==> config.mk <==
export PLATFORM = sky130hd
export DESIGN_NAME = byte_level_pretokenizer
export DESIGN_NICKNAME = d
export VERILOG_FILES = /design/src/hw/rtl/bltok_pkg.sv /design/src/hw/rtl/bltok_front.sv /design/src/hw/rtl/bltok_queue.sv /design/src/hw/rtl/bltok_back.sv /design/src/hw/rtl/byte_level_pretokenizer.sv
export SDC_FILE = /design/constraint.sdc
export NUM_CORES = 1
export LEC_CHECK = 0
export BUFFER_PORTS_ARGS = -buffer_cell sky130_fd_sc_hd__buf_2
export CORE_AREA = 2 2 84 86
export CTS_CLUSTER_SIZE = 25
export DETAILED_ROUTE_END_ITERATION = 10
export DIE_AREA = 0 0 86 88
export PLACE_DENSITY = 0.67
export SYNTH_ARGS = -nofsm -noshare
export SYNTH_HDL_FRONTEND = slang
export SYNTH_SLANG_ARGS = --single-unit
==> constraint.sdc <==
create_clock -name aclk -period 5.65 [get_ports aclk]
set_clock_uncertainty 0.1 [all_clocks]
set_input_delay 0.2825 -clock aclk [delete_from_list [all_inputs] [get_ports aclk]]
set_output_delay 0.2825 -clock aclk [all_outputs]
set_load 0.05 [all_outputs]
==> src/hw/rtl/bltok_pkg.sv <==
package bltok_pkg;

    typedef enum logic [2:0] {
        CLS_NONE   = 3'd0,
        CLS_LETTER = 3'd1,
        CLS_DIGIT  = 3'd2,
        CLS_WSPACE = 3'd3,
        CLS_PUNCT  = 3'd4
    } cls_t;

    typedef struct packed {
        logic [7:0] out_byte;
        logic       piece_start;
        logic       text_done;
    } item_t;

    localparam logic [7:0] CHAR_APOS  = 8'h27;
    localparam logic [7:0] CHAR_SPACE = 8'h20;
    localparam logic [7:0] CHAR_TAB   = 8'h09;
    localparam logic [7:0] CHAR_CR    = 8'h0D;
    localparam logic [7:0] CHAR_LC_A  = 8'h61;
    localparam logic [7:0] CHAR_LC_Z  = 8'h7A;
    localparam logic [7:0] CHAR_UC_A  = 8'h41;
    localparam logic [7:0] CHAR_UC_Z  = 8'h5A;
    localparam logic [7:0] CHAR_0     = 8'h30;
    localparam logic [7:0] CHAR_9     = 8'h39;
    localparam logic [7:0] CHAR_LC_D  = 8'h64;
    localparam logic [7:0] CHAR_LC_E  = 8'h65;
    localparam logic [7:0] CHAR_LC_L  = 8'h6C;
    localparam logic [7:0] CHAR_LC_M  = 8'h6D;
    localparam logic [7:0] CHAR_LC_R  = 8'h72;
    localparam logic [7:0] CHAR_LC_S  = 8'h73;
    localparam logic [7:0] CHAR_LC_T  = 8'h74;
    localparam logic [7:0] CHAR_LC_V  = 8'h76;

endpackage

==> src/hw/rtl/bltok_front.sv <==
module bltok_front (
    input  logic                aclk,
    input  logic                aresetn,
    input  logic                s_valid,
    output logic                s_ready,
    input  logic [7:0]          s_text_byte,
    input  logic                s_end_of_text,
    output logic                push_valid,
    input  logic                push_ready,
    output bltok_pkg::item_t    push_item
);

    function automatic logic is_ws(input logic [7:0] c);
        return (c == bltok_pkg::CHAR_SPACE) ||
               (c >= bltok_pkg::CHAR_TAB && c <= bltok_pkg::CHAR_CR);
    endfunction

    function automatic logic is_letter(input logic [7:0] c);
        return (c >= bltok_pkg::CHAR_LC_A && c <= bltok_pkg::CHAR_LC_Z) ||
               (c >= bltok_pkg::CHAR_UC_A && c <= bltok_pkg::CHAR_UC_Z);
    endfunction

    function automatic logic is_digit(input logic [7:0] c);
        return c >= bltok_pkg::CHAR_0 && c <= bltok_pkg::CHAR_9;
    endfunction

    function automatic bltok_pkg::cls_t class_of(input logic [7:0] c);
        if (is_ws(c))          return bltok_pkg::CLS_WSPACE;
        else if (is_letter(c)) return bltok_pkg::CLS_LETTER;
        else if (is_digit(c))  return bltok_pkg::CLS_DIGIT;
        else                   return bltok_pkg::CLS_PUNCT;
    endfunction

    logic [7:0]        win_reg [0:2];
    logic [7:0]        win_next [0:2];
    logic [1:0]        count_reg, count_next;
    logic              final_reg, final_next;
    bltok_pkg::cls_t   cls_reg, cls_next;
    logic [1:0]        cl_reg, cl_next;
    logic              lsp_reg, lsp_next;

    logic [7:0]        c, w1, w2;
    logic [1:0]        ctr_len;
    logic              ctr_wait;
    logic              run_cont, c_apos, c_punct;
    logic              decided, start, pop, accept, last_pop;
    logic [1:0]        idx;

    assign c  = win_reg[0];
    assign w1 = win_reg[1];
    assign w2 = win_reg[2];

    // contraction match at the window front
    always_comb begin
        ctr_len  = 2'd0;
        ctr_wait = 1'b0;
        if (c == bltok_pkg::CHAR_APOS) begin
            if (count_reg < 2'd2) begin
                ctr_wait = !final_reg;
            end else if (w1 == bltok_pkg::CHAR_LC_S || w1 == bltok_pkg::CHAR_LC_T ||
                         w1 == bltok_pkg::CHAR_LC_M || w1 == bltok_pkg::CHAR_LC_D) begin
                ctr_len = 2'd2;
            end else if (w1 == bltok_pkg::CHAR_LC_R || w1 == bltok_pkg::CHAR_LC_V ||
                         w1 == bltok_pkg::CHAR_LC_L) begin
                if (count_reg < 2'd3) begin
                    ctr_wait = !final_reg;
                end else if ((w1 == bltok_pkg::CHAR_LC_R && w2 == bltok_pkg::CHAR_LC_E) ||
                             (w1 == bltok_pkg::CHAR_LC_V && w2 == bltok_pkg::CHAR_LC_E) ||
                             (w1 == bltok_pkg::CHAR_LC_L && w2 == bltok_pkg::CHAR_LC_L)) begin
                    ctr_len = 2'd3;
                end
            end
        end
    end

    assign c_apos  = (c == bltok_pkg::CHAR_APOS);
    assign c_punct = !is_ws(c) && !is_letter(c) && !is_digit(c);
    assign run_cont =
        (cls_reg == bltok_pkg::CLS_LETTER && is_letter(c)) ||
        (cls_reg == bltok_pkg::CLS_DIGIT  && is_digit(c))  ||
        (cls_reg == bltok_pkg::CLS_WSPACE && is_ws(c) && c != bltok_pkg::CHAR_SPACE) ||
        (cls_reg == bltok_pkg::CLS_PUNCT  && c_punct && !c_apos);

    // piece decision for the front byte
    always_comb begin
        decided  = 1'b1;
        start    = 1'b1;
        cls_next = cls_reg;
        cl_next  = cl_reg;
        lsp_next = lsp_reg;
        priority if (cl_reg != 2'd0) begin
            start   = 1'b0;
            cl_next = cl_reg - 2'd1;
        end else if (lsp_reg) begin
            start    = 1'b0;
            lsp_next = 1'b0;
            if (is_letter(c))     cls_next = bltok_pkg::CLS_LETTER;
            else if (is_digit(c)) cls_next = bltok_pkg::CLS_DIGIT;
            else                  cls_next = bltok_pkg::CLS_PUNCT;
        end else if (run_cont) begin
            start = 1'b0;
        end else if (c_apos && ctr_wait) begin
            decided = 1'b0;
        end else if (c_apos && cls_reg == bltok_pkg::CLS_PUNCT && ctr_len == 2'd0) begin
            start = 1'b0;
        end else if (c_apos && ctr_len != 2'd0) begin
            cl_next  = ctr_len - 2'd1;
            cls_next = bltok_pkg::CLS_NONE;
        end else if (c == bltok_pkg::CHAR_SPACE) begin
            if (count_reg < 2'd2 && !final_reg) begin
                decided = 1'b0;
            end else begin
                lsp_next = (count_reg >= 2'd2) && !is_ws(w1);
                cls_next = bltok_pkg::CLS_NONE;
            end
        end else begin
            cls_next = class_of(c);
        end
    end

    assign pop      = decided && (count_reg != 2'd0) && push_ready;
    assign last_pop = pop && final_reg && (count_reg == 2'd1);
    // a full window still takes a byte in the cycle its front byte leaves
    assign s_ready  = !final_reg && ((count_reg < 2'd3) || pop);
    assign accept   = s_valid && s_ready;
    assign idx      = count_reg - {1'b0, pop};

    assign push_valid            = decided && (count_reg != 2'd0);
    assign push_item.out_byte    = c;
    assign push_item.piece_start = start;
    assign push_item.text_done   = final_reg && (count_reg == 2'd1);

    // window shift and append
    always_comb begin
        win_next[0] = win_reg[0];
        win_next[1] = win_reg[1];
        win_next[2] = win_reg[2];
        if (pop) begin
            win_next[0] = win_reg[1];
            win_next[1] = win_reg[2];
            win_next[2] = 8'h00;
        end
        if (accept) begin
            win_next[idx] = s_text_byte;
        end
        count_next = count_reg - {1'b0, pop} + {1'b0, accept};
        final_next = (final_reg && !last_pop) || (accept && s_end_of_text);
    end

    always_ff @(posedge aclk) begin
        win_reg[0] <= win_next[0];
        win_reg[1] <= win_next[1];
        win_reg[2] <= win_next[2];
        if (!aresetn) begin
            count_reg <= 2'd0;
            final_reg <= 1'b0;
            cls_reg   <= bltok_pkg::CLS_NONE;
            cl_reg    <= 2'd0;
            lsp_reg   <= 1'b0;
        end else begin
            count_reg <= count_next;
            final_reg <= final_next;
            if (last_pop) begin
                cls_reg <= bltok_pkg::CLS_NONE;
                cl_reg  <= 2'd0;
                lsp_reg <= 1'b0;
            end else if (pop) begin
                cls_reg <= cls_next;
                cl_reg  <= cl_next;
                lsp_reg <= lsp_next;
            end
        end
    end

endmodule

==> src/hw/rtl/bltok_queue.sv <==
module bltok_queue #(
    parameter int DEPTH = 2
) (
    input  logic                aclk,
    input  logic                aresetn,
    input  logic                in_valid,
    output logic                in_ready,
    input  bltok_pkg::item_t    in_item,
    output logic                out_valid,
    input  logic                out_ready,
    output bltok_pkg::item_t    out_item
);

    localparam int PTR_W = (DEPTH > 1) ? $clog2(DEPTH) : 1;
    localparam int CNT_W = $clog2(DEPTH + 1);
    localparam logic [PTR_W-1:0] LAST_PTR = PTR_W'(DEPTH - 1);
    localparam logic [CNT_W-1:0] FULL_CNT = CNT_W'(DEPTH);

    bltok_pkg::item_t   slot_reg [DEPTH];
    logic [PTR_W-1:0]   wr_ptr_reg, wr_ptr_next;
    logic [PTR_W-1:0]   rd_ptr_reg, rd_ptr_next;
    logic [CNT_W-1:0]   cnt_reg, cnt_next;
    logic               wr_en, rd_en;

    assign in_ready  = (cnt_reg != FULL_CNT);
    assign out_valid = (cnt_reg != '0);
    assign out_item  = slot_reg[rd_ptr_reg];
    assign wr_en     = in_valid && in_ready;
    assign rd_en     = out_valid && out_ready;

    always_comb begin
        wr_ptr_next = wr_ptr_reg;
        rd_ptr_next = rd_ptr_reg;
        if (wr_en) wr_ptr_next = (wr_ptr_reg == LAST_PTR) ? '0 : wr_ptr_reg + 1'b1;
        if (rd_en) rd_ptr_next = (rd_ptr_reg == LAST_PTR) ? '0 : rd_ptr_reg + 1'b1;
        cnt_next = cnt_reg + CNT_W'(wr_en) - CNT_W'(rd_en);
    end

    always_ff @(posedge aclk) begin
        if (wr_en) slot_reg[wr_ptr_reg] <= in_item;
        if (!aresetn) begin
            wr_ptr_reg <= '0;
            rd_ptr_reg <= '0;
            cnt_reg    <= '0;
        end else begin
            wr_ptr_reg <= wr_ptr_next;
            rd_ptr_reg <= rd_ptr_next;
            cnt_reg    <= cnt_next;
        end
    end

endmodule

==> src/hw/rtl/bltok_back.sv <==
module bltok_back (
    input  logic                aclk,
    input  logic                aresetn,
    input  logic                q_valid,
    output logic                q_ready,
    input  bltok_pkg::item_t    q_item,
    output logic                m_valid,
    input  logic                m_ready,
    output logic [7:0]          m_out_byte,
    output logic                m_piece_start,
    output logic                m_text_done
);

    logic               valid_reg, valid_next;
    bltok_pkg::item_t   item_reg;

    // load when the register is empty or its item leaves this cycle
    assign q_ready    = !valid_reg || m_ready;
    assign valid_next = q_valid || (valid_reg && !m_ready);

    assign m_valid       = valid_reg;
    assign m_out_byte    = item_reg.out_byte;
    assign m_piece_start = item_reg.piece_start;
    assign m_text_done   = item_reg.text_done;

    always_ff @(posedge aclk) begin
        if (q_valid && q_ready) item_reg <= q_item;
        if (!aresetn) begin
            valid_reg <= 1'b0;
        end else begin
            valid_reg <= valid_next;
        end
    end

endmodule

==> src/hw/rtl/byte_level_pretokenizer.sv <==
// Byte-level pre-tokenizer: text enters one byte per item on the s_ channel and
// leaves unchanged and in order on the m_ channel, each byte tagged with
// piece_start when it opens a new piece (contractions 're 've 'll 's 't 'm 'd,
// a space joined to the following word, number or symbol run, lone spaces,
// runs of other whitespace, letters, digits, and symbols including bytes 128
// and up) and text_done on the last byte of the text. Throughput is one byte
// per cycle while m_ready stays high and no text is draining, set by the front
// window logic, which decides one byte per cycle. A byte that needs lookahead
// (a space, or an apostrophe that may open a contraction) waits in a
// three-byte window until one or two following bytes arrive. A byte that needs
// no lookahead, with nothing waiting ahead of it, passes through the window
// register, the queue and the output register before m_valid rises. After a
// byte with end_of_text is accepted, s_ready stays low while the window drains
// and all run state returns to its reset value, so the next byte starts a
// fresh text. A queue of QUEUE_DEPTH items sits between the window and the
// output register, so the input keeps flowing while a result waits on m_ready.
module byte_level_pretokenizer #(
    parameter int QUEUE_DEPTH = 2
) (
    input  logic        aclk,
    input  logic        aresetn,
    input  logic        s_valid,
    output logic        s_ready,
    input  logic [7:0]  s_text_byte,
    input  logic        s_end_of_text,
    output logic        m_valid,
    input  logic        m_ready,
    output logic [7:0]  m_out_byte,
    output logic        m_piece_start,
    output logic        m_text_done
);

    // decided items, front to queue
    logic               push_valid, push_ready;
    bltok_pkg::item_t   push_item;

    // queued items, queue to output register
    logic               q_valid, q_ready;
    bltok_pkg::item_t   q_item;

    // Front: hold the lookahead window, classify the front byte and decide
    // whether it opens a piece; advance one byte per cycle while push_ready holds.
    bltok_front u_front (
        .aclk          (aclk),
        .aresetn       (aresetn),
        .s_valid       (s_valid),
        .s_ready       (s_ready),
        .s_text_byte   (s_text_byte),
        .s_end_of_text (s_end_of_text),
        .push_valid    (push_valid),
        .push_ready    (push_ready),
        .push_item     (push_item)
    );

    // Queue: absorb output stalls so the front keeps deciding.
    bltok_queue #(
        .DEPTH (QUEUE_DEPTH)
    ) u_queue (
        .aclk      (aclk),
        .aresetn   (aresetn),
        .in_valid  (push_valid),
        .in_ready  (push_ready),
        .in_item   (push_item),
        .out_valid (q_valid),
        .out_ready (q_ready),
        .out_item  (q_item)
    );

    // Back: registered output stage driving the m_ channel.
    bltok_back u_back (
        .aclk          (aclk),
        .aresetn       (aresetn),
        .q_valid       (q_valid),
        .q_ready       (q_ready),
        .q_item        (q_item),
        .m_valid       (m_valid),
        .m_ready       (m_ready),
        .m_out_byte    (m_out_byte),
        .m_piece_start (m_piece_start),
        .m_text_done   (m_text_done)
    );

endmodule

==> reports/results.tsv <==
metric	value	unit
placed_area	0.00340	mm²
gr-total-overflow	0	
fin_area	0.00364	mm²
cts_resized	0	
largest_reg_flops	24	
dieHeight	88	µm
wirelength	6.27	mm
place_hpwl	4.58	mm
holdWs	0.0794	ns
nFillCells	602	
htree_levels	3	
cts_buffers	9	
worst_slew_pin_slew	1.04	ns
hp-class	input port to register	
layout.nets	353	
postCtsSetupBuffers	0	
ant_nets	0	
clk_pin_slew	0.07	ns
areaGrowthSynthToFinish	12.6	%
cts_tree	done	
viasPerCell	5.54	
synth_cells	313	
ir_worst_vdd	0.255	mV
synth_edf_count	30	
vias	2337	
path_cells	nand3_1 -> a2111oi_4 -> o211ai_2 -> o41ai_4 -> buf_4 -> inv_2 -> ha_1 -> nand2_1 -> nor2_1 -> o21ai_1	
wire_per_inst	14.9	µm
fin_setup_tns	0	ns
netlist.area_leader.share	0.279	
min_period	3.77	ns
crit_start	u_front.win_reg[0][1]$_DFF_P_	
slowest_delay	0.70	ns
yosys_warnings	0	
r2r_start	u_front.win_reg[0][1]$_DFF_P_	
rows	30	
worst_slew_margin_rel	0.307	
setup_ws	1.88	ns
clock_path_buffers	2	
fmax	0.265	GHz
drtIter0Drc	167	
critPathArrivalTime	3.87	ns
syn_area	0.00323	mm²
synthArstFlopShare	0	
synthTopCellsByArea	edfxtp_1, dfxtp_1, mux2i_1, o21ai_1, mux2_2	
worstSetupPathType	register to register	
place_congestion	0.871	
required	5.74	ns
start_util	0.487	
synth_flop_cell	dfxtp_1	
portBuffers	24	
drive_gt1_frac	0.173	
drv_cap	0	
design.core.area	0.00664	mm²
grt_max_degree	32	
power_density	619	mW/mm²
clk_latency	0.34	ns
dieWidth	86	µm
cts_root_buf	clkbuf_8	
die_area	0.00757	mm²
synth-seq-area-share	0.514	
cp_max_fo	31	
hold_path_startpoint	s_text_byte[6]	
syn_nets	329	
grt.total_usage	0.188	
slew_violations	0	
final_hold_viol_count	0	
setup_viol	0	
ys_types	54	
synth_seq_cells	68	
drtPass1Iterations	4	
diodes	0	
pin_count	25	
power	2.25	mW
syn_avg_cell_area	10.3	µm²
crit_slowest_cell	nor2_1	
drc	0	
yosysTopAreaCell	edfxtp_1	
min_period_over_period	0.668	
antenna_found_initial	0	
power.leakage	1.38	nW
start_kind	register	
grt_pass1_wl	11.0	mm
rsz0062_at_grt	false	
pre_cts_ws	1.91	ns
cts_sinks	68	
cts_hold_buf	0	
status	finished, final reports clean	
worst_setup_path_end_kind	register	
grt_pass1_vias	2259	
## layout make-up
type	instances	area (µm²)	area share
flip-flops and latches	68	1660	0.456
repair buffers	26	135	0.0371
multi-input cells	214	1440	0.395
well taps	80	100	0.0275
inverters	18	67.6	0.0186
clock inverters	6	111	0.0306
clock buffers	10	128	0.0351
## metrics by stage
step	utilization	instances
after floorplan	-	313
after global placement	0.512	406
after detailed placement	0.512	406
after CTS	0.548	422
after global routing	0.548	422
final	0.548	422
## worst max-delay path, delay by kind of cell, from the launching register on
kind,cells,cell delay [ns]
buffers and inverters,2,0.52
AO/OA/AOI/OAI,4,1.02
AND/OR/NAND/NOR,3,1.06
adder cells (fa/ha/maj),1,0.39
flip-flops,1,0.53
## cell usage in the layout, fill, tap and decap left out, drive strengths merged, types with 4 or more instances in the layout
master	netlist	routed
a21oi	8	8
a31oi	4	4
and2	5	5
buf	5	26
clkbuf	8	10
dfxtp	38	38
edfxtp	30	30
inv	18	19
mux2	10	10
mux2i	16	16
nand2	28	28
nand2b	4	4
nand3	15	15
nor2	16	16
nor2b	5	5
nor3	11	11
o211ai	4	4
o21a	4	4
o21ai	35	35
## Yosys cell counts (5+ instances only)
master    number
o21ai_0        9
edfxtp_1      30
nand3_1       15
and2_1         5
inv_1         17
nor3_1        11
mux2i_1       16
dfxtp_1       38
clkbuf_1       8
nor2b_1        5
a21oi_1        8
mux2_2        10
nor2_1        16
o21ai_1       26
nand2_1       28
## path summary, 6_finish.rpt
| check | end | slack (ns) | cells after the start |
|---|---|---|---|
| max | u_front.win_reg[0][5]$_DFF_P_ | 1.88 | 10 |
| min | u_front.win_reg[0][14]$_DFF_P_ | 0.08 | 3 |
| max reg2reg | u_front.win_reg[0][5]$_DFF_P_ | 1.88 | 10 |
| min reg2reg | u_front.win_reg[0][21]$_DFF_P_ | 0.37 | 2 |
## metal layers
layer / global-route usage / vias to the layer above / wire, µm
met5: 0 / - / 0
met4: 0.0779 / 0 / 104
met3: 0.0396 / 9 / 202
met2: 0.302 / 39 / 3000
met1: 0.248 / 1086 / 2970
li1: - / 1203 / -
## power by group
group	switching, mW	internal [mW]
sequential	0.157	0.744
clock	0.182	0.294
combinational	0.548	0.329
## cell families (layout without fill, tap and decap cells)
| family | Yosys count | after routing | synth area share |
|---|---|---|---|
| simple gates | 110 | 110 | 0.184 |
| fa+ha+maj | 3 | 3 | 0.0116 |
| flops | 68 | 68 | 0.514 |
| mux | 26 | 26 | 0.0843 |
| buf+inv | 31 | 60 | 0.0418 |
| compound gates | 71 | 71 | 0.154 |
| xor+xnor | 4 | 4 | 0.0108 |
Note: power is estimated with default switching activity, not from simulation.
